`src/sv/jms_pkg.sv`:
```
package jms_pkg;

   // lexical modes of the minifier
   typedef enum logic [3:0] {
      LEX_NEXT,
      LEX_LINE,
      LEX_BLOCK,
      LEX_BSTAR,
      LEX_STR,
      LEX_STRESC,
      LEX_RE,
      LEX_REESC,
      LEX_DONE
   } lex_mode_type;

   // error codes carried on the final marker
   typedef enum logic [1:0] {
      ERR_NONE,
      ERR_COMMENT,
      ERR_STRING,
      ERR_REGEX
   } error_type;

   // most bytes one source byte can release
   localparam int MaxChars       = 3;
   localparam int CharCountWidth = $clog2(MaxChars + 1);

   // character constants
   localparam logic [7:0] CH_LF        = 8'h0A;
   localparam logic [7:0] CH_CR        = 8'h0D;
   localparam logic [7:0] CH_TAB       = 8'h09;
   localparam logic [7:0] CH_SPACE     = 8'h20;
   localparam logic [7:0] CH_SLASH     = 8'h2F;
   localparam logic [7:0] CH_STAR      = 8'h2A;
   localparam logic [7:0] CH_BSLASH    = 8'h5C;
   localparam logic [7:0] CH_DQUOTE    = 8'h22;
   localparam logic [7:0] CH_SQUOTE    = 8'h27;
   localparam logic [7:0] CH_DOLLAR    = 8'h24;
   localparam logic [7:0] CH_USCORE    = 8'h5F;
   localparam logic [7:0] CH_IDENT_MAX = 8'd126;

   // one accepted source item
   typedef struct packed {
      logic [7:0] in_char;
      logic       end_of_input;
   } item_type;

   // all results released by one item
   typedef struct packed {
      logic [MaxChars-1:0][7:0]  chars;
      logic [CharCountWidth-1:0] count;
      logic                      ending;
      error_type                 err;
   } bundle_type;

   // lexer state plus the bytes released so far in this step
   typedef struct packed {
      lex_mode_type              mode;
      logic [7:0]                held_a;
      logic [7:0]                quote;
      logic                      keep_live;
      logic                      pending_slash;
      logic                      after_regex;
      error_type                 err;
      logic [MaxChars-1:0][7:0]  chars;
      logic [CharCountWidth-1:0] count;
   } ctx_type;

endpackage

```
`src/sv/jms_req_if.sv`:
```
interface jms_req_if;
   logic       valid;
   logic       ready;
   logic [7:0] in_char;
   logic       end_of_input;

   modport source (output valid, output in_char, output end_of_input, input ready);
   modport sink (input valid, input in_char, input end_of_input, output ready);
endinterface

```
`src/sv/jms_input_reg.sv`:
```
module jms_input_reg import jms_pkg::*; (
   input  logic     clock,
   input  logic     reset,
   jms_req_if.sink  req_ch,
   input  logic     consume,
   output logic     item_valid,
   output item_type item
);

   logic     valid_ff, valid_in;
   item_type item_ff, item_in;

   // free when empty or when the held item moves on this cycle
   assign req_ch.ready = !valid_ff || consume;

   // next value of the input register
   always_comb begin
      valid_in = valid_ff;
      item_in  = item_ff;
      if (req_ch.valid && req_ch.ready) begin
         valid_in             = 1'b1;
         item_in.in_char      = req_ch.in_char;
         item_in.end_of_input = req_ch.end_of_input;
      end else if (consume) begin
         valid_in = 1'b0;
      end
   end

   always_ff @(posedge clock) begin
      if (reset) begin
         valid_ff <= 1'b0;
      end else begin
         valid_ff <= valid_in;
      end
   end

   // payload needs no reset
   always_ff @(posedge clock) begin
      item_ff <= item_in;
   end

   assign item_valid = valid_ff;
   assign item       = item_ff;

endmodule

```
`src/flat_wrapper.sv`:
```
// flat-port wrapper written by rule: the top's interface ports become plain ports
module jms_input_reg_flat import jms_pkg::*;
  (clock, reset, consume, item_valid, item, req_ch_valid, req_ch_in_char, req_ch_end_of_input, req_ch_ready);
  jms_req_if req_ch_i ();
  input  logic clock;
  input  logic reset;
  input  logic consume;
  output logic item_valid;
  output item_type item;
  input wire logic [$bits(req_ch_i.valid)-1:0] req_ch_valid;
  input wire logic [$bits(req_ch_i.in_char)-1:0] req_ch_in_char;
  input wire logic [$bits(req_ch_i.end_of_input)-1:0] req_ch_end_of_input;
  output wire logic [$bits(req_ch_i.ready)-1:0] req_ch_ready;
  assign req_ch_i.valid = req_ch_valid;
  assign req_ch_i.in_char = req_ch_in_char;
  assign req_ch_i.end_of_input = req_ch_end_of_input;
  assign req_ch_ready = req_ch_i.ready;
  jms_input_reg u_core (.clock(clock), .reset(reset), .req_ch(req_ch_i), .consume(consume), .item_valid(item_valid), .item(item));
endmodule
```
`config.mk`:
```
export PLATFORM = sky130hd
export DESIGN_NAME = jms_input_reg_flat
export DESIGN_NICKNAME = d
export VERILOG_FILES = /design/src/sv/jms_pkg.sv /design/src/sv/jms_req_if.sv /design/src/sv/jms_input_reg.sv /design/src/flat_wrapper.sv
export SDC_FILE = /design/constraint.sdc
export NUM_CORES = 1
export LEC_CHECK = 0
export ABC_AREA = 1
export BUFFER_PORTS_ARGS = -buffer_cell sky130_fd_sc_hd__buf_2
export CAP_MARGIN = 20
export CORE_AREA = 2 2 39 41
export CTS_CLUSTER_SIZE = 8
export DETAILED_ROUTE_END_ITERATION = 7
export DIE_AREA = 0 0 41 43
export PLACE_DENSITY_LB_ADDON = 0.25
export SETUP_SLACK_MARGIN = 0.1
export SYNTH_ARGS = -nofsm -noshare
export SYNTH_HDL_FRONTEND = slang
export SYNTH_SLANG_ARGS = --single-unit
export TNS_END_PERCENT = 1
```
`constraint.sdc`:
```
create_clock -name clock -period 1.46 [get_ports clock]
set_clock_uncertainty 0.2 [all_clocks]
set_input_delay 0.073 -clock clock [delete_from_list [all_inputs] [get_ports clock]]
set_output_delay 0.073 -clock clock [all_outputs]
set_load 0.005 [all_outputs]
```
* After elaboration in Yosys (flattened, before gate mapping)
Cells that the tools add are included.
** Word-level totals
- Output and inout port bits :: 11
- Input bits :: 13
- Logic and storage cells :: 9
- Register bits after elaboration :: 10
** Operators by class
- Multiplexer cells :: 2
- Reduce and logical (&&, ||, !) cells :: 4
** Operator list (count)
- 2-to-1 mux 1 bit :: 2
- nonzero test 2 bit :: 1
- logical AND 1 bit :: 1
- logical NOT 1 bit :: 1
- logical OR 1 bit :: 1

* Longest topological paths before layout
- Depth in word-level cells :: 4
- Mapped depth :: 3
- Gate-level depth less buffers :: 3

* Worst setup path before layout
Ideal clock, no wire load.
- Path type :: register -> register
- Start :: register u_core.valid_ff, in the netlist u_core.item_valid
- End :: register u_core.item_ff (netlist bit u_core.item[0]) (enable)
- Slack :: 37 ps
- Required time :: 882 ps
- Arrival :: 845 ps
- Buffers on the path :: 0
- Cell stages (with the launch flop) :: 2
- Setup time :: 378 ps
- Path through :: dfxtp_1 -> a21oi_1
** Between the ends
- Cells in the longest elaborated chain, start to end :: 3
** Ends and longest elaborated chain
- start, declared :: line jms_input_reg.sv:10 : logic valid_ff, valid_in;
- start signal, assigned :: line jms_input_reg.sv:33 : valid_ff <= valid_in;
- logical NOT 1 bit :: line jms_input_reg.sv:14 : assign req_ch.ready = !valid_ff || consume;
- logical OR 1 bit :: line jms_input_reg.sv:14
- logical AND 1 bit :: line jms_input_reg.sv:20 : if (req_ch.valid && req_ch.ready) begin
- end signal, assigned :: line jms_input_reg.sv:39 : item_ff <= item_in;
- end, declared :: line jms_input_reg.sv:11 : item_type item_ff, item_in;
Every way passes these cells.
A chain may end at the register's enable or synchronous reset.

* Worst setup path after layout
- Start :: input port req_ch_valid
- End :: register u_core.item_ff (netlist bit u_core.item[0]) (enable)
** Between the ends
- Cells in the longest elaborated chain, start to end :: 1
** Ends and longest elaborated chain
- start, declared :: line flat_wrapper.sv:10 : input wire logic [$bits(req_ch_i.valid)-1:0] req_ch_valid;
- logical AND 1 bit :: line jms_input_reg.sv:20
Every way passes these cells.

==> metrics <==
Core ar. 1380 um^2; number of setup violations in the final report 0; syn_nets 28; power per standard cell area 971 nW/um^2; total grt overflow 0; worst skew pair latency 250 ps; H-tree lvl count 1; outcome complete, no violations; worst-margin pin slew 154 ps; DRT iter0 DRCs 2; NumNets Final 69; via count 267; top cells by area, synth edfxtp_1 85%, dfxtp_1 6.3%, a21oi_2 2.8%; setup_tns 0 ps; Tmin final 1260 ps; proportion of synthesized chip area in sequential cells 91.3%; Die X 41 um; share of the synthesized area in the top cell type 85.0%; leak pwr 0.270 nW; max-slew violations 0; vias in the first global route 282; Slowest-stage cell, CP dlygate4sd3_1; Final Instance Count excl. Fillers 71; worst relative slew slack 89.7%; first-pass GRT wire length 1.06 mm; Cells after Synth 15; VDD IR max 446 uV; Antenna Nets Post-Route 0; clock buffer depth 2; 1st-pass router iterations 2; max frequency 791 MHz; most frequent cells in the layout 23 x buf_2, 12 x dlygate4sd3_1, 9 x edfxtp_1; TritonCTS clock tree built; RSZ-0062 raised after global routing false; unique cell type count in the Yosys netlist 7; Hold Path Class register to register; largest net degree at the start of global routing 10; Clk Tree Root Cell clkbuf_4; syn avg cell area 21.2 um^2; # DRC 0; CP endpoint kind register; Seq. cell area 290 um^2; CP Max Fanout 9; area delta synth->final 92.1%; most common cell after layout, fill and taps aside buf_2; final instance area 611 um^2; Req. time, crit path 1220 ps; GPL Wtd Cong 0.551; area leader, netlist edfxtp_1; Post-Route WL 624 um; fill count 134; clk sinks 10; crit path cell chain dlygate4sd3_1, buf_2, inv_1, a21oi_2, buf_4; DR WL/cell 8.79 um; number of port buffers 23; fraction of the cycle the final worst path needs 86.6%; Final Hold Viols 0; Worst setup SP type input pin; initial core utilization 23.0%; classification of the worst setup path input pin to register; All-Layer GR Usage 9.50%; Reg clk slew, reported paths 60 ps; initial antenna violation count 0; Data arrival, critical path 1020 ps; Multi-input gate area 23.8 um^2; number of diodes 0; placed insts 55; YS warnings 0; Die Ht 43 um; CP max stage delay 520 ps; CTS buffer count 3; DPL Wire Length 474 um; flops & latches, synth 10; share of cells above drive strength 1 56.4%; MaxCap Viol Count 0; DR vias/cell 3.76; Post-Syn Area 318 um^2; # IOs 24; Placed Area 464 um^2; die area 1760 um^2; row count 14
==> sequential cells by signal (all words and copies together), names as in the netlist <==
register,cells
u_core.item,9
u_core.item_valid,1
==> repair_timing <==
item / CTS / global route
gates resized for setup: 0 / 0
buffers inserted: 0 / 0
hold buffers: 12 / 0
endpoints found under the hold margin: 10 / 0
==> final cells by class <==
type	instances	area share, %
inverters	2	1.23
repair buffers	36	39.8
well taps	16	3.28
flip-flops and latches	10	47.5
clock buffers	4	4.30
multi-input cells	3	3.89
==> metrics by stage <==
step                      total power (W)  util, %  setup WS (ps)  hold slack [ps]
after floorplan                  0.000356        -            242            -64.6
after global placement           0.000390     33.5            342             32.7
after detailed placement         0.000393     33.5            319             41.5
after CTS                        0.000604     44.1            201              310
after global routing             0.000632     44.1            156              332
final                            0.000593     44.1            195              317
==> report_power, final <==
group          internal, W  leakage [nW]  switching (W)
sequential        0.000332        0.0954     0.00000480
combinational    0.0000479         0.160      0.0000261
clock             0.000105        0.0150      0.0000779
total             0.000484         0.270       0.000109
==> worst paths after layout <==
check	cells past startpoint	slack [ps]	to	start
worst max-delay path	5	200	u_core.item[0]	req_ch_valid
worst min-delay path	2	320	u_core.item_valid	u_core.item_valid
worst min register to register	2	320	u_core.item_valid	u_core.item_valid
worst max register to register	2	310	u_core.item[0]	u_core.item_valid
==> routing by layer <==
layer,vias up,track usage [%],routed length (um)
li1,134,-,-
met1,121,7.48,193
met3,0,3.14,66
met5,-,0,0
met2,12,16.6,365
met4,0,8.00,0
==> logic make-up after synthesis <==
group	after synthesis	share of synthesized area [%]
and+or+nand+nor	1	1.97
buffers and inverters	2	2.36
AOI/OAI and AO/OA	2	4.33
DFF	10	91.3
==> cell usage after synthesis <==
| master | instances |
|---|---|
| edfxtp_1 | 9 |
| a21oi_1 | 1 |
| nand2_2 | 1 |
| dfxtp_1 | 1 |
| a21oi_2 | 1 |
| inv_1 | 1 |
| inv_2 | 1 |
==> critical path, delay by kind of cell <==
| family | cells | cell delay, ps |
|---|---|---|
| AOI/OAI and AO/OA | 1 | 100 |
| buffers and inverters | 4 | 850 |
(Power assumes the default switching activity.)
