## src/sv/jms_pkg.sv

```systemverilog
package jms_pkg;

   // lexical modes of the minifier
   typedef enum logic [3:0] {
      LEX_NEXT,
      LEX_LINE,
      LEX_BLOCK,
      LEX_BSTAR,
      LEX_STR,
      LEX_STRESC,
      LEX_RE,
      LEX_REESC,
      LEX_DONE
   } lex_mode_type;

   // error codes carried on the final marker
   typedef enum logic [1:0] {
      ERR_NONE,
      ERR_COMMENT,
      ERR_STRING,
      ERR_REGEX
   } error_type;

   // most bytes one source byte can release
   localparam int MaxChars       = 3;
   localparam int CharCountWidth = $clog2(MaxChars + 1);

   // character constants
   localparam logic [7:0] CH_LF        = 8'h0A;
   localparam logic [7:0] CH_CR        = 8'h0D;
   localparam logic [7:0] CH_TAB       = 8'h09;
   localparam logic [7:0] CH_SPACE     = 8'h20;
   localparam logic [7:0] CH_SLASH     = 8'h2F;
   localparam logic [7:0] CH_STAR      = 8'h2A;
   localparam logic [7:0] CH_BSLASH    = 8'h5C;
   localparam logic [7:0] CH_DQUOTE    = 8'h22;
   localparam logic [7:0] CH_SQUOTE    = 8'h27;
   localparam logic [7:0] CH_DOLLAR    = 8'h24;
   localparam logic [7:0] CH_USCORE    = 8'h5F;
   localparam logic [7:0] CH_IDENT_MAX = 8'd126;

   // one accepted source item
   typedef struct packed {
      logic [7:0] in_char;
      logic       end_of_input;
   } item_type;

   // all results released by one item
   typedef struct packed {
      logic [MaxChars-1:0][7:0]  chars;
      logic [CharCountWidth-1:0] count;
      logic                      ending;
      error_type                 err;
   } bundle_type;

   // lexer state plus the bytes released so far in this step
   typedef struct packed {
      lex_mode_type              mode;
      logic [7:0]                held_a;
      logic [7:0]                quote;
      logic                      keep_live;
      logic                      pending_slash;
      logic                      after_regex;
      error_type                 err;
      logic [MaxChars-1:0][7:0]  chars;
      logic [CharCountWidth-1:0] count;
   } ctx_type;

endpackage

```

## src/sv/jms_lexer.sv

```systemverilog
module jms_lexer import jms_pkg::*; (
   input  logic       clock,
   input  logic       reset,
   input  item_type   item,
   input  logic       consume,
   input  logic       csr_write,
   input  logic       csr_keep_first_comment,
   output bundle_type bundle,
   output logic       has_results
);

   // what the window does with a new significant character
   typedef enum logic [1:0] {
      ACT_EMIT_SHIFT,
      ACT_SHIFT,
      ACT_DROP
   } window_action_type;

   lex_mode_type mode_ff, mode_in;
   logic [7:0]   held_a_ff, held_a_in;
   logic [7:0]   quote_ff, quote_in;
   logic         keep_live_ff, keep_live_in;
   logic         pending_ff, pending_in;
   logic         after_regex_ff, after_regex_in;
   logic         started_ff, started_in;

   ctx_type      step;
   ctx_type      start;
   logic [7:0]   c;
   logic         c_end;

   function automatic logic is_ident(logic [7:0] ch);
      return (ch >= "a" && ch <= "z") || (ch >= "0" && ch <= "9") ||
             (ch >= "A" && ch <= "Z") || ch == CH_USCORE || ch == CH_DOLLAR ||
             ch == CH_BSLASH || ch > CH_IDENT_MAX;
   endfunction

   function automatic logic is_blank(logic [7:0] ch);
      return ch == CH_SPACE || ch == CH_TAB || ch == CH_CR || ch == CH_LF;
   endfunction

   function automatic logic regex_opener(logic [7:0] ch);
      return ch == "(" || ch == "," || ch == "=" || ch == ":" || ch == "[" ||
             ch == "!" || ch == "&" || ch == "|" || ch == "?" || ch == "{" ||
             ch == "}" || ch == ";" || ch == CH_LF;
   endfunction

   function automatic logic [7:0] translate(logic [7:0] ch, logic keep);
      logic [7:0] r;
      if (ch >= CH_SPACE || ch == CH_LF) begin
         r = ch;
      end else if (ch == CH_CR) begin
         r = keep ? CH_CR : CH_LF;
      end else begin
         r = CH_SPACE;
      end
      return r;
   endfunction

   // append one byte to the step's output
   function automatic ctx_type emit(ctx_type x_in, logic [7:0] ch);
      ctx_type x;
      x = x_in;
      if (x.count < CharCountWidth'(MaxChars)) begin
         x.chars[x.count] = ch;
         x.count          = x.count + 1'b1;
      end
      return x;
   endfunction

   function automatic ctx_type fail(ctx_type x_in, error_type code);
      ctx_type x;
      x      = x_in;
      x.err  = code;
      x.mode = LEX_DONE;
      return x;
   endfunction

   // a new significant character reaches the window
   function automatic ctx_type take_b(ctx_type x_in, logic [7:0] b, logic b_end);
      ctx_type           x;
      logic [7:0]        a;
      logic              check_re;
      window_action_type act;
      x             = x_in;
      a             = x.held_a;
      check_re      = !x.after_regex;
      x.after_regex = 1'b0;
      act           = ACT_EMIT_SHIFT;
      if (check_re && !b_end && b == CH_SLASH && regex_opener(a)) begin
         x      = emit(x, a);
         x      = emit(x, CH_SLASH);
         x.mode = LEX_RE;
      end else if (b_end) begin
         if (a != CH_SPACE && a != CH_LF) begin
            x = emit(x, a);
         end
         x.mode = LEX_DONE;
      end else begin
         if (a == CH_SPACE) begin
            act = is_ident(b) ? ACT_EMIT_SHIFT : ACT_SHIFT;
         end else if (a == CH_LF) begin
            if (b == "{" || b == "[" || b == "(" || b == "+" || b == "-") begin
               act = ACT_EMIT_SHIFT;
            end else if (b == CH_SPACE) begin
               act = ACT_DROP;
            end else begin
               act = is_ident(b) ? ACT_EMIT_SHIFT : ACT_SHIFT;
            end
         end else if (b == CH_SPACE) begin
            act = is_ident(a) ? ACT_EMIT_SHIFT : ACT_DROP;
         end else if (b == CH_LF) begin
            if (a == "}" || a == "]" || a == ")" || a == "+" || a == "-" ||
                a == CH_DQUOTE || a == CH_SQUOTE) begin
               act = ACT_EMIT_SHIFT;
            end else begin
               act = is_ident(a) ? ACT_EMIT_SHIFT : ACT_DROP;
            end
         end
         if (act == ACT_EMIT_SHIFT) begin
            x = emit(x, a);
         end
         if (act != ACT_DROP) begin
            x.held_a = b;
         end
         if (act != ACT_DROP && (b == CH_SQUOTE || b == CH_DQUOTE)) begin
            x       = emit(x, b);
            x.quote = b;
            x.mode  = LEX_STR;
         end else begin
            x.mode = LEX_NEXT;
         end
      end
      return x;
   endfunction

   // normal mode with no slash pending
   function automatic ctx_type feed_next(ctx_type x_in, logic [7:0] ch, logic ch_end);
      ctx_type x;
      x = x_in;
      if (x.keep_live && (ch_end || (ch != CH_SLASH && !is_blank(ch)))) begin
         x.keep_live = 1'b0;
      end
      if (!ch_end && ch == CH_SLASH) begin
         x.pending_slash = 1'b1;
      end else begin
         x = take_b(x, ch, ch_end);
      end
      return x;
   endfunction

   function automatic ctx_type feed_block(ctx_type x_in, logic [7:0] ch, logic ch_end);
      ctx_type x;
      x = x_in;
      if (!ch_end && ch == CH_STAR) begin
         x.mode = LEX_BSTAR;
      end else if (ch_end) begin
         x = fail(x, ERR_COMMENT);
      end else if (x.keep_live && ch != CH_CR) begin
         x = emit(x, ch);
      end
      return x;
   endfunction

   function automatic ctx_type feed_re(ctx_type x_in, logic [7:0] ch, logic ch_end);
      ctx_type x;
      x = x_in;
      if (!ch_end && ch == CH_SLASH) begin
         x.held_a      = CH_SLASH;
         x.after_regex = 1'b1;
         x.mode        = LEX_NEXT;
      end else if (!ch_end && ch == CH_BSLASH) begin
         x      = emit(x, CH_BSLASH);
         x.mode = LEX_REESC;
      end else if (ch_end) begin
         x = fail(x, ERR_REGEX);
      end else begin
         x = emit(x, ch);
      end
      return x;
   endfunction

   // current state as the starting point of one step
   always_comb begin
      start               = '0;
      start.mode          = mode_ff;
      start.held_a        = held_a_ff;
      start.quote         = quote_ff;
      start.keep_live     = keep_live_ff;
      start.pending_slash = pending_ff;
      start.after_regex   = after_regex_ff;
      start.err           = ERR_NONE;
      c                   = translate(item.in_char, keep_live_ff);
      c_end               = item.end_of_input;
   end

   // one item through the lexer
   always_comb begin
      step = start;
      case (start.mode)
         LEX_NEXT: begin
            if (!start.pending_slash) begin
               step = feed_next(step, c, c_end);
            end else begin
               step.pending_slash = 1'b0;
               if (!c_end && c == CH_SLASH) begin
                  step.keep_live = 1'b0;
                  step.mode      = LEX_LINE;
               end else if (!c_end && c == CH_STAR) begin
                  if (step.keep_live) begin
                     step = emit(step, CH_SLASH);
                     step = emit(step, CH_STAR);
                  end
                  step.mode = LEX_BLOCK;
               end else begin
                  // the slash was a plain character: push it, then re-read this byte
                  step.keep_live = 1'b0;
                  step = take_b(step, CH_SLASH, 1'b0);
                  if (step.mode == LEX_RE) begin
                     step = feed_re(step, c, c_end);
                  end else begin
                     step = feed_next(step, c, c_end);
                  end
               end
            end
         end
         LEX_LINE: begin
            if (c_end || c <= CH_LF) begin
               step = take_b(step, c, c_end);
            end
         end
         LEX_BLOCK: begin
            step = feed_block(step, c, c_end);
         end
         LEX_BSTAR: begin
            if (!c_end && c == CH_SLASH) begin
               if (step.keep_live) begin
                  step           = emit(step, CH_STAR);
                  step           = emit(step, CH_SLASH);
                  step.keep_live = 1'b0;
               end
               step = take_b(step, CH_SPACE, 1'b0);
            end else begin
               if (step.keep_live) begin
                  step = emit(step, CH_STAR);
               end
               step.mode = LEX_BLOCK;
               step      = feed_block(step, c, c_end);
            end
         end
         LEX_STR: begin
            if (!c_end && c == start.quote) begin
               step.held_a = start.quote;
               step.mode   = LEX_NEXT;
            end else if (!c_end && c == CH_BSLASH) begin
               step      = emit(step, CH_BSLASH);
               step.mode = LEX_STRESC;
            end else if (c_end) begin
               step = fail(step, ERR_STRING);
            end else begin
               step = emit(step, c);
            end
         end
         LEX_STRESC: begin
            if (c_end) begin
               step = fail(step, ERR_STRING);
            end else begin
               step      = emit(step, c);
               step.mode = LEX_STR;
            end
         end
         LEX_RE: begin
            step = feed_re(step, c, c_end);
         end
         LEX_REESC: begin
            if (c_end) begin
               step = fail(step, ERR_REGEX);
            end else begin
               step      = emit(step, c);
               step.mode = LEX_RE;
            end
         end
         default: begin
         end
      endcase
      if (c_end) begin
         step.mode = LEX_DONE;
      end
   end

   // next state
   always_comb begin
      mode_in        = mode_ff;
      held_a_in      = held_a_ff;
      quote_in       = quote_ff;
      keep_live_in   = keep_live_ff;
      pending_in     = pending_ff;
      after_regex_in = after_regex_ff;
      started_in     = started_ff;
      if (consume) begin
         mode_in        = step.mode;
         held_a_in      = step.held_a;
         quote_in       = step.quote;
         keep_live_in   = step.keep_live;
         pending_in     = step.pending_slash;
         after_regex_in = step.after_regex;
         started_in     = 1'b1;
      end else if (csr_write && !started_ff) begin
         keep_live_in = csr_keep_first_comment;
      end
   end

   // outputs of the step
   always_comb begin
      bundle.chars  = step.chars;
      bundle.count  = step.count;
      bundle.ending = c_end;
      bundle.err    = step.err;
      has_results   = (mode_ff != LEX_DONE) && ((step.count != '0) || c_end);
   end

   always_ff @(posedge clock) begin
      if (reset) begin
         mode_ff        <= LEX_NEXT;
         held_a_ff      <= CH_LF;
         quote_ff       <= 8'h00;
         keep_live_ff   <= 1'b0;
         pending_ff     <= 1'b0;
         after_regex_ff <= 1'b0;
         started_ff     <= 1'b0;
      end else begin
         mode_ff        <= mode_in;
         held_a_ff      <= held_a_in;
         quote_ff       <= quote_in;
         keep_live_ff   <= keep_live_in;
         pending_ff     <= pending_in;
         after_regex_ff <= after_regex_in;
         started_ff     <= started_in;
      end
   end

endmodule

```

## config.mk

```make
export PLATFORM = sky130hd
export DESIGN_NAME = jms_lexer
export DESIGN_NICKNAME = d
export VERILOG_FILES = /design/src/sv/jms_pkg.sv /design/src/sv/jms_lexer.sv
export SDC_FILE = /design/constraint.sdc
export NUM_CORES = 1
export LEC_CHECK = 0
export BUFFER_PORTS_ARGS = -buffer_cell sky130_fd_sc_hd__buf_2
export CORE_UTILIZATION = 50
export CTS_CLUSTER_SIZE = 12
export DETAILED_ROUTE_END_ITERATION = 6
export PLACE_DENSITY = 0.7
export SKIP_CTS_REPAIR_TIMING = 1
export SYNTH_ARGS = -nofsm -noshare
export SYNTH_HDL_FRONTEND = slang
export SYNTH_SLANG_ARGS = --single-unit
export TNS_END_PERCENT = 30
```

## constraint.sdc

```tcl
create_clock -name clock -period 9.3 [get_ports clock]
set_clock_uncertainty 0.15 [all_clocks]
set_input_delay 2.79 -clock clock [delete_from_list [all_inputs] [get_ports clock]]
set_output_delay 2.79 -clock clock [all_outputs]
set_load 0.05 [all_outputs]
```

# Yosys cells after proc, flatten, opt, wreduce, memory -nomap -nowiden
# Index checks and enable logic that the tools add are counted.
totals:
  regBits: 24
  inputBits: 14
  out_inout_bits: 30
op_classes:
  add_sub_neg: 12
  n_lt_le_gt_ge: 66
  n_eq_ne: 115
  muxes: 207
  bitwise_logic: 26
  reduce_logical: 142
op_table:
  columns: ["cell", "count"]
  rows:
  - ["$mux W51", 25]
  - ["$mux W26", 44]
  - ["$mux W47", 22]
  - ["$pmux W51 S8", 1]
  - ["$eq A8 B6 Y1 const B", 41]
  - ["$demux W8 S2", 12]
  - ["$bwmux W24", 7]
  - ["$eq A8 B7 Y1 const B", 20]
  - ["$mux W39", 4]
  - ["$mux W8", 18]
  - ["$mux W2", 38]
  - ["$or A15 B15 Y15", 5]
  - ["$logic_or A1 B1 Y1", 72]
  - ["$mux W10", 7]
  - ["$eq A8 B4 Y1 const B", 8]
  - ["$ge A8 B7 Y1 const B", 8]
  - ["$le A8 B7 Y1 const B", 8]
  - ["$mux W31", 2]
  - ["$mux W50", 1]
  - ["$logic_and A1 B1 Y1", 47]
  - ["$and A9 B9 Y9", 5]
  - ["$not A9 Y9", 5]
  - ["$ge A8 B6 Y1 const B", 5]
  - ["$lt A2 B3 Y1 const B", 12]
  - ["45 further kinds", 151]

# Longest topological paths before layout
# Gate-level depths: netlist of the first run.
depth:
  ltp_word: 78
  ltp_mapped: 15
  mapped_depth_nobuf: 11

# Least setup slack after synthesis of the first run
# Ideal clock, no wire load.
synth_path:
  path_kind: "input to output"
  startpoint: "input port item[7] in the netlist's numbering"
  endpoint: "output port has_results"
  arrival_ps: 6087
  t_required_ps: 6360
  path_slack_ps: 273
  path_stages: 14
  n_path_buf: 3
  cell_sequence: "buf_6 or3_1 buf_2 o21a_1 buf_6 o2111a_1 a41o_1 a2111oi_4 nor2_2 ha_1 o21ai_0 o22ai_1 nor2_1 a31oi_1"
synth_via:
  elab_chain_cells: 45
  word_cells_on_any_way: 148
synth_rtl:
  columns: ["element", "line_no", "rtl"]
  rows:
  - ["from (decl)", "jms_lexer.sv:4", "input item_type item,"]
  - ["$ge A8 B6 Y1, or another cell as far along", "jms_lexer.sv:50", "if (ch >= CH_SPACE || ch == CH_LF) begin"]
  - ["$logic_or A1 B1 Y1 or $mux W6 (tied branches)", "jms_lexer.sv:50, jms_lexer.sv:52", null]
  - ["$mux W8 (*)", "jms_lexer.sv:50", null]
  - ["$ge A8 B7 Y1, or another cell as far along", "jms_lexer.sv:33", "return (ch >= \"a\" && ch <= \"z\") || (ch >= \"0\" && ch <= \"9\") ||"]
  - ["$logic_and A1 B1 Y1", "jms_lexer.sv:33", null]
  - ["$logic_or A1 B1 Y1 (2 in series)", "jms_lexer.sv:33", null]
  - ["$logic_or A1 B1 Y1 (3 in series)", "jms_lexer.sv:34", "(ch >= \"A\" && ch <= \"Z\") || ch == CH_USCORE || ch == CH_DOLLAR ||"]
  - ["$logic_or A1 B1 Y1", "jms_lexer.sv:35", "ch == CH_BSLASH || ch > CH_IDENT_MAX;"]
  - ["[... 26 more ...]", null, null]
  - ["$mux W51", "jms_lexer.sv:219", "if (step.mode == LEX_RE) begin"]
  - ["$mux W51", "jms_lexer.sv:209", "end else if (!c_end && c == CH_STAR) begin"]
  - ["$mux W30", "jms_lexer.sv:206", "if (!c_end && c == CH_SLASH) begin"]
  - ["$mux W51", "jms_lexer.sv:202", "if (!start.pending_slash) begin"]
  - ["$pmux W51 S8 (*)", "jms_lexer.sv:200", "case (start.mode)"]
  - ["$reduce_bool A2 Y1 (*)", "jms_lexer.sv:319", "has_results = (mode_ff != LEX_DONE) && ((step.count != '0) || c_end);"]
  - ["$logic_or A1 B1 Y1 (*)", "jms_lexer.sv:319", null]
  - ["$logic_and A1 B1 Y1 (*)", "jms_lexer.sv:319", null]
  - ["to (decl)", "jms_lexer.sv:9", "output logic has_results"]
# Mark *: on every way between the ends. The rest lies on a longest branch, timed or not. The select of a mux whose other input is x is not followed.

# Worst setup path in the final report of the first run
layout_path:
  startpoint: "input port item[3] in the netlist's numbering"
  endpoint: "output port has_results"
# The elaborated chain is that of the path after synthesis.

==> impl_metrics.ini, run 1 <==
[logic_synthesis]
async_reset_ff_frac = 0
yosys-mux-area-fraction = 0.00729
syn_inst = 618
syn_area_mm2 = 0.00412
yosysSeqAreaShare = 0.117
avgSynthCellArea_um2 = 6.67
post_synth_xor_area_fraction = 0.0149
synth-compound-area-share = 0.393
ys_ff_latch = 24
synth-edff-count = 0
synth_fa_ha_area_frac = 0.00304
synth_top_family_by_area = compound AO/OA/AOI/OAI gates
ys_warn_count = 0
synthSimpleGateAreaFrac = 0.339
ys.flop_type = dfxtp_1
synth_fp_nets = 633
yosysUniqueCellTypes = 87

[cells_and_area]
fillers = 828
fin_nets = 623
n_antenna_cell = 0
final_common_cell = nor2_1
drive_above_1_share = 0.145
synthToLayoutAreaGrowth_pct = 3.13
layout_common_cells = nor2_1, nand2_1, buf_2
design_area_mm2 = 0.00425
stdcell_count = 709

[sta]
finalSetupViolCount = 0
rsz0062_at_grt = no
finalHoldViolCount = 0
slew_viol_final = 0
finalWorstSetupSlack_ns = 0.385
fmax_mhz = 112
max_slew_margin = 0.306
period_minus_slack_ns = 8.91
finalCritPeriodShare = 0.959
tns_ns = 0
worstMarginPinSlew_ns = 1.03

[floorplan]
coreArea_mm2 = 0.00785
die_w_um = 92.8
die_h_um = 92.8
fp-row-count = 32
die_area_mm2 = 0.00861
initial_core_util = 0.525
io_pins = 44

[placement]
place.port_buffers = 43
post-place-ws_ns = 0.478
place.gp.congestion = 1.07
placed_cell_area_mm2 = 0.00420
place_inst = 705
hpwlAfterDp_um = 13100

[critical_path]
max_stage_delay_ns = 0.59
slowest_stage = o311ai_1
worstSetupPathType = input pin to output pin
reg2reg_from = held_a_ff[3]
reg2regPathDepth = 9
setup.worst_path.start_class = input pin
ff2ff_setup_slack_ns = 5.48
cp.arrival_ns = 5.97
crit_chain = buf_2 > nand3b_1 > a21oi_1 > a31oi_1 > o311ai_1 > a2111oi_4 > nor2_2 > ha_1 > o21ai_0 > o22ai_1 > nor2_1 > a31oi_1 > buf_2
required_ns = 6.36
cp_max_fo = 21
r2r-end = held_a_ff[2]
endpoint_kind = output pin
critPathBufInv = 2
crit_family = compound AO/OA/AOI/OAI gates

[outcome]
status = finished clean

[routing]
drc = 0
ant_nets = 0
drt_pass1_iterations = 6
drtIter0Drc = 569
via_count = 5245
wire_per_inst_um = 24.7
wl_um = 17500
viasPerCell = 7.40

[global_routing]
grt_pass1_vias = 4714
grt_pass1_wl_um = 26600
grt_max_degree = 35
grtUsageTotal = 0.400
antenna_found_initial = 0
grt_overflow = 0

[clocking]
cts.sinks = 24
cts_buffers = 3
htree_levels = 1
cts_tree = done
clkSlewWorstSetupHoldPaths_ns = 0.09
clkLatencyLatePin_ns = 0.28
cts_buffer_depth = 2
clockRootBuffer = clkbuf_8

[power_and_ir_drop]
leakagePower_nw = 1.51
peakVddDrop_v = 0.0000629
pwr_density_cell_mw_per_mm2 = 95.5

[worst_hold_path]
min_from = started_ff
hold-path-endpoint = started_ff
min_path_type = flip-flop to flip-flop
hold_depth = 2

[job]
cap_violations = 0
[synth_stat cells (5+ instances only)]
cell type,instances,area (um2)
nand3b_1,6,45.0
xnor2_1,7,61.3
nand2b_1,10,62.6
clkbuf_1,39,146
a21oi_1,41,205
nor2_1,62,233
nand2_1,44,165
a211oi_1,7,52.6
o211ai_1,14,105
nand4_1,5,31.3
and3_1,13,81.3
buf_2,8,40.0
nor4_1,10,62.6
or4_1,5,37.5
o21ai_1,10,50.1
a22o_1,5,43.8
buf_4,29,218
o21a_1,7,52.6
o22ai_1,11,68.8
nor3_1,25,125
dfxtp_1,24,480
o2111ai_1,6,52.6
a31oi_1,12,75.1
nor4b_1,5,43.8
nor2b_1,5,31.3
a21o_1,5,37.5
nand3_1,21,105
inv_1,22,82.6
o21ai_0,42,210
[cell type report]
cell class	instances	area [um2]	area share
Inverter	23	86.3	0.0203
Clock buffer	4	55.1	0.0130
Tap cell	102	128	0.0300
Timing Repair Buffer	65	380	0.0895
Sequential cell	24	480	0.113
Multi-Input combinational cell	491	3120	0.734
[per-layer routing]
metal,up-vias,GRT usage,part of all wire
met3,59,0.0895,0.13
met2,401,0.614,0.44
met1,2468,0.543,0.41
met4,0,0.149,0.034
met5,-,0,0
li1,2317,-,-
[worst register-to-register path, stage by stage, from the launching register on]
cell,delay [ns]
dfxtp_1,0.69
nand2_1,0.26
or4_1,0.57
a31oi_2,0.51
nor2_1,0.08
buf_4,0.22
o221ai_2,0.38
o211a_2,0.33
nand2_2,0.13
o311a_1,0.40
[registers in the layout, summed over array words and instances, names as in the netlist]
| signal | count |
|---|---|
| started_ff | 1 |
| mode_ff | 4 |
| held_a_ff | 8 |
| pending_ff | 1 |
| keep_live_ff | 1 |
| quote_ff | 8 |
| after_regex_ff | 1 |
[where the power goes]
group | switching, W | internal [W]
logic | 0.000138 | 0.0000645
registers | 0.0000193 | 0.000107
clock network | 0.0000386 | 0.0000379
[cell families after synthesis]
kind of cell	after synthesis
buffers and inverters	103
multiplexers	3
adder cells (fa/ha/maj)	1
AO/OA/AOI/OAI	229
XOR/XNOR	7
AND/OR/NAND/NOR	251
flip-flops	24
[how the worst max path moves through the flow]
stage / startpoint / endpoint / cells after the start
global route: item[3] / bundle[9] / 10
detailed placement: item[6] / has_results / 13
finish: item[3] / has_results / 13
global placement: item[6] / has_results / 13
floorplan: item[7] / has_results / 14
CTS: item[6] / has_results / 13
[per-stage QoR]
step / power (W) / utilization / hold WS [ns]
after floorplan: 0.000273 / - / 0.277
after global placement: 0.000322 / 0.535 / 0.298
after detailed placement: 0.000323 / 0.535 / 0.307
after CTS: 0.000397 / 0.542 / 0.329
after global routing: 0.000419 / 0.542 / 0.366
final: 0.000406 / 0.542 / 0.321
No activity file was read; power rests on OpenSTA's default activity.
==> run 2, diff against run 1 <==
- CELL_PAD_IN_SITES_DETAIL_PLACEMENT: default -> 0
- CELL_PAD_IN_SITES_GLOBAL_PLACEMENT: default -> 2
- CORE_ASPECT_RATIO: default -> 0.7
- CORE_UTILIZATION: 50 -> 34
- PLACE_DENSITY: 0.7 -> 0.91
==> impl_metrics.ini, run 2 (same netlist as run 1, synthesis figures left out) <==
[job]
cap_violations = 0

[placement]
place.port_buffers = 43
place.gp.congestion = 1.01
post-place-ws_ns = 0.505
place_inst = 763
hpwlAfterDp_um = 13900

[global_routing]
grt_pass1_vias = 4464
antenna_found_initial = 0
grt_overflow = 0
grtUsageTotal = 0.284
grt_pass1_wl_um = 27300
grt_max_degree = 35

[sta]
finalWorstSetupSlack_ns = 0.452
max_slew_margin = 0.274
tns_ns = 0
slew_viol_final = 0
finalCritPeriodShare = 0.951
finalHoldViolCount = 0
rsz0062_at_grt = no
worstMarginPinSlew_ns = 1.08
period_minus_slack_ns = 8.85
fmax_mhz = 113
finalSetupViolCount = 0
hold_slack_ns = 0.305

[routing]
drt_pass1_iterations = 6
wl_um = 17900
via_count = 5146
ant_nets = 0
viasPerCell = 6.72
drtIter0Drc = 752
drc = 0
wire_per_inst_um = 23.4

[clocking]
clockRootBuffer = clkbuf_16
htree_levels = 1
cts_buffer_depth = 2
cts_tree = done
clkLatencyLatePin_ns = 0.26
cts_buffers = 3
cts.sinks = 24
clkSlewWorstSetupHoldPaths_ns = 0.06

[cells_and_area]
final_util = 0.371
synthToLayoutAreaGrowth_pct = 5.83
fillers = 1310
drive_above_1_share = 0.148
n_antenna_cell = 0
layout_common_cells = nor2_1, nand2_1, buf_2
stdcell_count = 766
final_common_cell = nor2_1
fin_nets = 626
top_regs = held_a_ff (8), quote_ff (8), mode_ff (4)

[power_and_ir_drop]
peakVddDrop_v = 0.0000537
leakagePower_nw = 1.53
pwr_density_cell_mw_per_mm2 = 96.8

[outcome]
status = finished clean

[critical_path]
setup.worst_path.start_class = input pin
cp.arrival_ns = 5.91
max_stage_delay_ns = 0.37
endpoint_kind = output pin
crit_chain = buf_2 > or3_1 > o21a_1 > o2111a_1 > a41o_1 > a2111oi_4 > nor2_2 > ha_1 > o21ai_0 > o22ai_1 > nor2_1 > a31oi_1 > buf_2
crit_path_frequent_cell = buf_2
required_ns = 6.36
cp_max_fo = 15
slowest_stage = o2111a_1
ff2ff_setup_slack_ns = 5.56
worstSetupPathType = input pin to output pin

[floorplan]
io_pins = 44
coreArea_mm2 = 0.0118
die_w_um = 134
fp-row-count = 33
initial_core_util = 0.350
die_area_mm2 = 0.0126
die_h_um = 94.1

[worst_hold_path]
min_path_type = flip-flop to flip-flop
## run 2: cell type report
cell class                 instances  area (um2)  area share
inverter                          23        86.3      0.0198
sequential                        24         480       0.110
multi-input combinational        491        3120       0.715
tap                              157         196      0.0450
clock buffer                       3        75.1      0.0172
timing repair buffer              68         403      0.0924
## run 2: worst paths after layout
| path | from | to | cells after the start |
|---|---|---|---|
| worst max register to register | held_a_ff[2] | held_a_ff[0] | 9 |
| worst min register to register | started_ff | started_ff | 2 |
| worst min-delay path | started_ff | started_ff | 2 |
| worst max-delay path | item[8] | has_results | 13 |
## run 2: worst max-delay path: cells and delay by family
family	cells	cell delay [ns]
adders and majority gates	1	0.28
buffers and inverters	2	0.49
AOI/OAI and AO/OA	7	1.80
and+or+nand+nor	3	0.53
## run 2: where the power goes
part	switching (W)	total (W)	leakage, nW	internal [W]
clock network	0.0000353	0.0000922	0.0370	0.0000569
registers	0.0000190	0.000126	0.196	0.000107
logic	0.000139	0.000204	1.30	0.0000643
## run 2: metal layers
layer  vias to the layer above  global-route usage  routed length, um  share of wire
met5                         -                   0                  0              0
met4                         0              0.0795                413          0.023
met3                        37              0.0577               2140           0.12
met2                       358               0.400               6910           0.39
met1                      2416               0.425               8440           0.47
li1                       2335                   -                  -              -
## run 2: per-stage QoR
step                      total power (W)  area, um2
after floorplan                  0.000273       4120
after detailed placement         0.000324       4290
after global placement           0.000326       4290
after CTS                        0.000417       4360
final                            0.000422       4360
after global routing             0.000442       4360
==> run 3, diff against run 2 <==
- MAX_ROUTING_LAYER: default -> met4
==> impl_metrics.ini, run 3 (same netlist as run 1, synthesis figures left out) <==
[critical_path]
setup.worst_path.start_class = input pin
cp.depth = 13
endpoint_kind = output pin
crit_path_frequent_cell = buf_2
critPathBufInv = 2
max_stage_delay_ns = 0.41
slowest_stage = or3_1
required_ns = 6.36
crit_family = compound AO/OA/AOI/OAI gates
crit_chain = buf_2 > or3_1 > o21a_1 > o2111a_1 > a41o_1 > a2111oi_4 > nor2_2 > ha_1 > o21ai_0 > o22ai_1 > nor2_1 > a31oi_1 > buf_2
cp.arrival_ns = 6.03
worstSetupPathType = input pin to output pin
cp_max_fo = 17
reg2regPathDepth = 9

[routing]
drt_pass1_iterations = 5
viasPerCell = 6.87
drc = 0
wl_um = 18900
drtIter0Drc = 864
wire_per_inst_um = 24.6
via_count = 5293
ant_nets = 0

[clocking]
cts_tree = done
clockRootBuffer = clkbuf_16
clkSlewWorstSetupHoldPaths_ns = 0.06
htree_levels = 1
clkLatencyLatePin_ns = 0.26
cts.sinks = 24
cts_buffers = 3
cts_buffer_depth = 2

[sta]
rsz0062_at_grt = no
finalSetupViolCount = 0
finalHoldViolCount = 0
max_slew_margin = 0.265
tns_ns = 0
finalCritPeriodShare = 0.964
period_minus_slack_ns = 8.97
slew_viol_final = 0
finalWorstSetupSlack_ns = 0.331
worstMarginPinSlew_ns = 1.09
hold_slack_ns = 0.308
fmax_mhz = 111

[floorplan]
die_area_mm2 = 0.0126
die_w_um = 134
initial_core_util = 0.350
die_h_um = 94.1
coreArea_mm2 = 0.0118
fp-row-count = 33
io_pins = 44

[placement]
post-place-ws_ns = 0.399
place.port_buffers = 43
hpwlAfterDp_um = 14700
place.gp.congestion = 0.994

[cells_and_area]
n_antenna_cell = 0
fillers = 1286
seq_area_um2 = 480
multi_input_area_mm2 = 0.00312
layout_common_cells = nor2_1, nand2_1, buf_2
final_util = 0.373
fin_nets = 630
synthToLayoutAreaGrowth_pct = 6.56
final_common_cell = nor2_1
drive_above_1_share = 0.153
top_regs = held_a_ff (8), quote_ff (8), mode_ff (4)

[global_routing]
antenna_found_initial = 0
grt_pass1_wl_um = 28300
grtUsageTotal = 0.307
grt_max_degree = 35
grt_overflow = 0
grt_pass1_vias = 4471

[worst_hold_path]
hold_depth = 2
min_path_type = flip-flop to flip-flop

[power_and_ir_drop]
leakagePower_nw = 1.55
pwr_density_cell_mw_per_mm2 = 97.7
p_total_w = 0.000429
peakVddDrop_v = 0.0000745

[job]
cap_violations = 0

[outcome]
status = finished clean
run 3: cell count changes in the layout (fill, tap and decap cells not counted), sizes merged:
cell	delta
buf	+4
run 3: layout make-up:
type | instances | area share
inverter | 23 | 0.0197
multi-input combinational | 491 | 0.711
timing repair buffer | 72 | 0.0986
clock buffer | 3 | 0.0171
tap | 157 | 0.0447
sequential | 24 | 0.109
run 3: worst paths after layout:
kind	from	end	slack [ns]
max	item[7]	has_results	0.33
min	started_ff	started_ff	0.31
max reg2reg	held_a_ff[0]	held_a_ff[2]	5.53
min reg2reg	started_ff	started_ff	0.31
run 3: tightest hold or removal path, stage by stage (launching register included):
cell and delay [ns]:
dfxtp_1 0.31, nor2_1 0.05, nor2_1 0.07
run 3: power by group:
part           switching, W  total [W]  internal (W)
clock             0.0000348  0.0000917     0.0000569
sequential        0.0000194   0.000127      0.000107
combinational      0.000144   0.000210     0.0000660
total              0.000199   0.000429      0.000230
run 3: through the flow:
stage / cell area, um2 / cells
after detailed placement: 4320 / 767
after floorplan: 4120 / 618
after global routing: 4390 / 770
final: 4390 / 770
after CTS: 4390 / 770
after global placement: 4320 / 767
run 3: layer usage:
layer / track usage / part of all wire
met3: 0.0739 / 0.13
met4: 0.0928 / 0.030
met2: 0.408 / 0.39
met5: - / 0
met1: 0.445 / 0.46
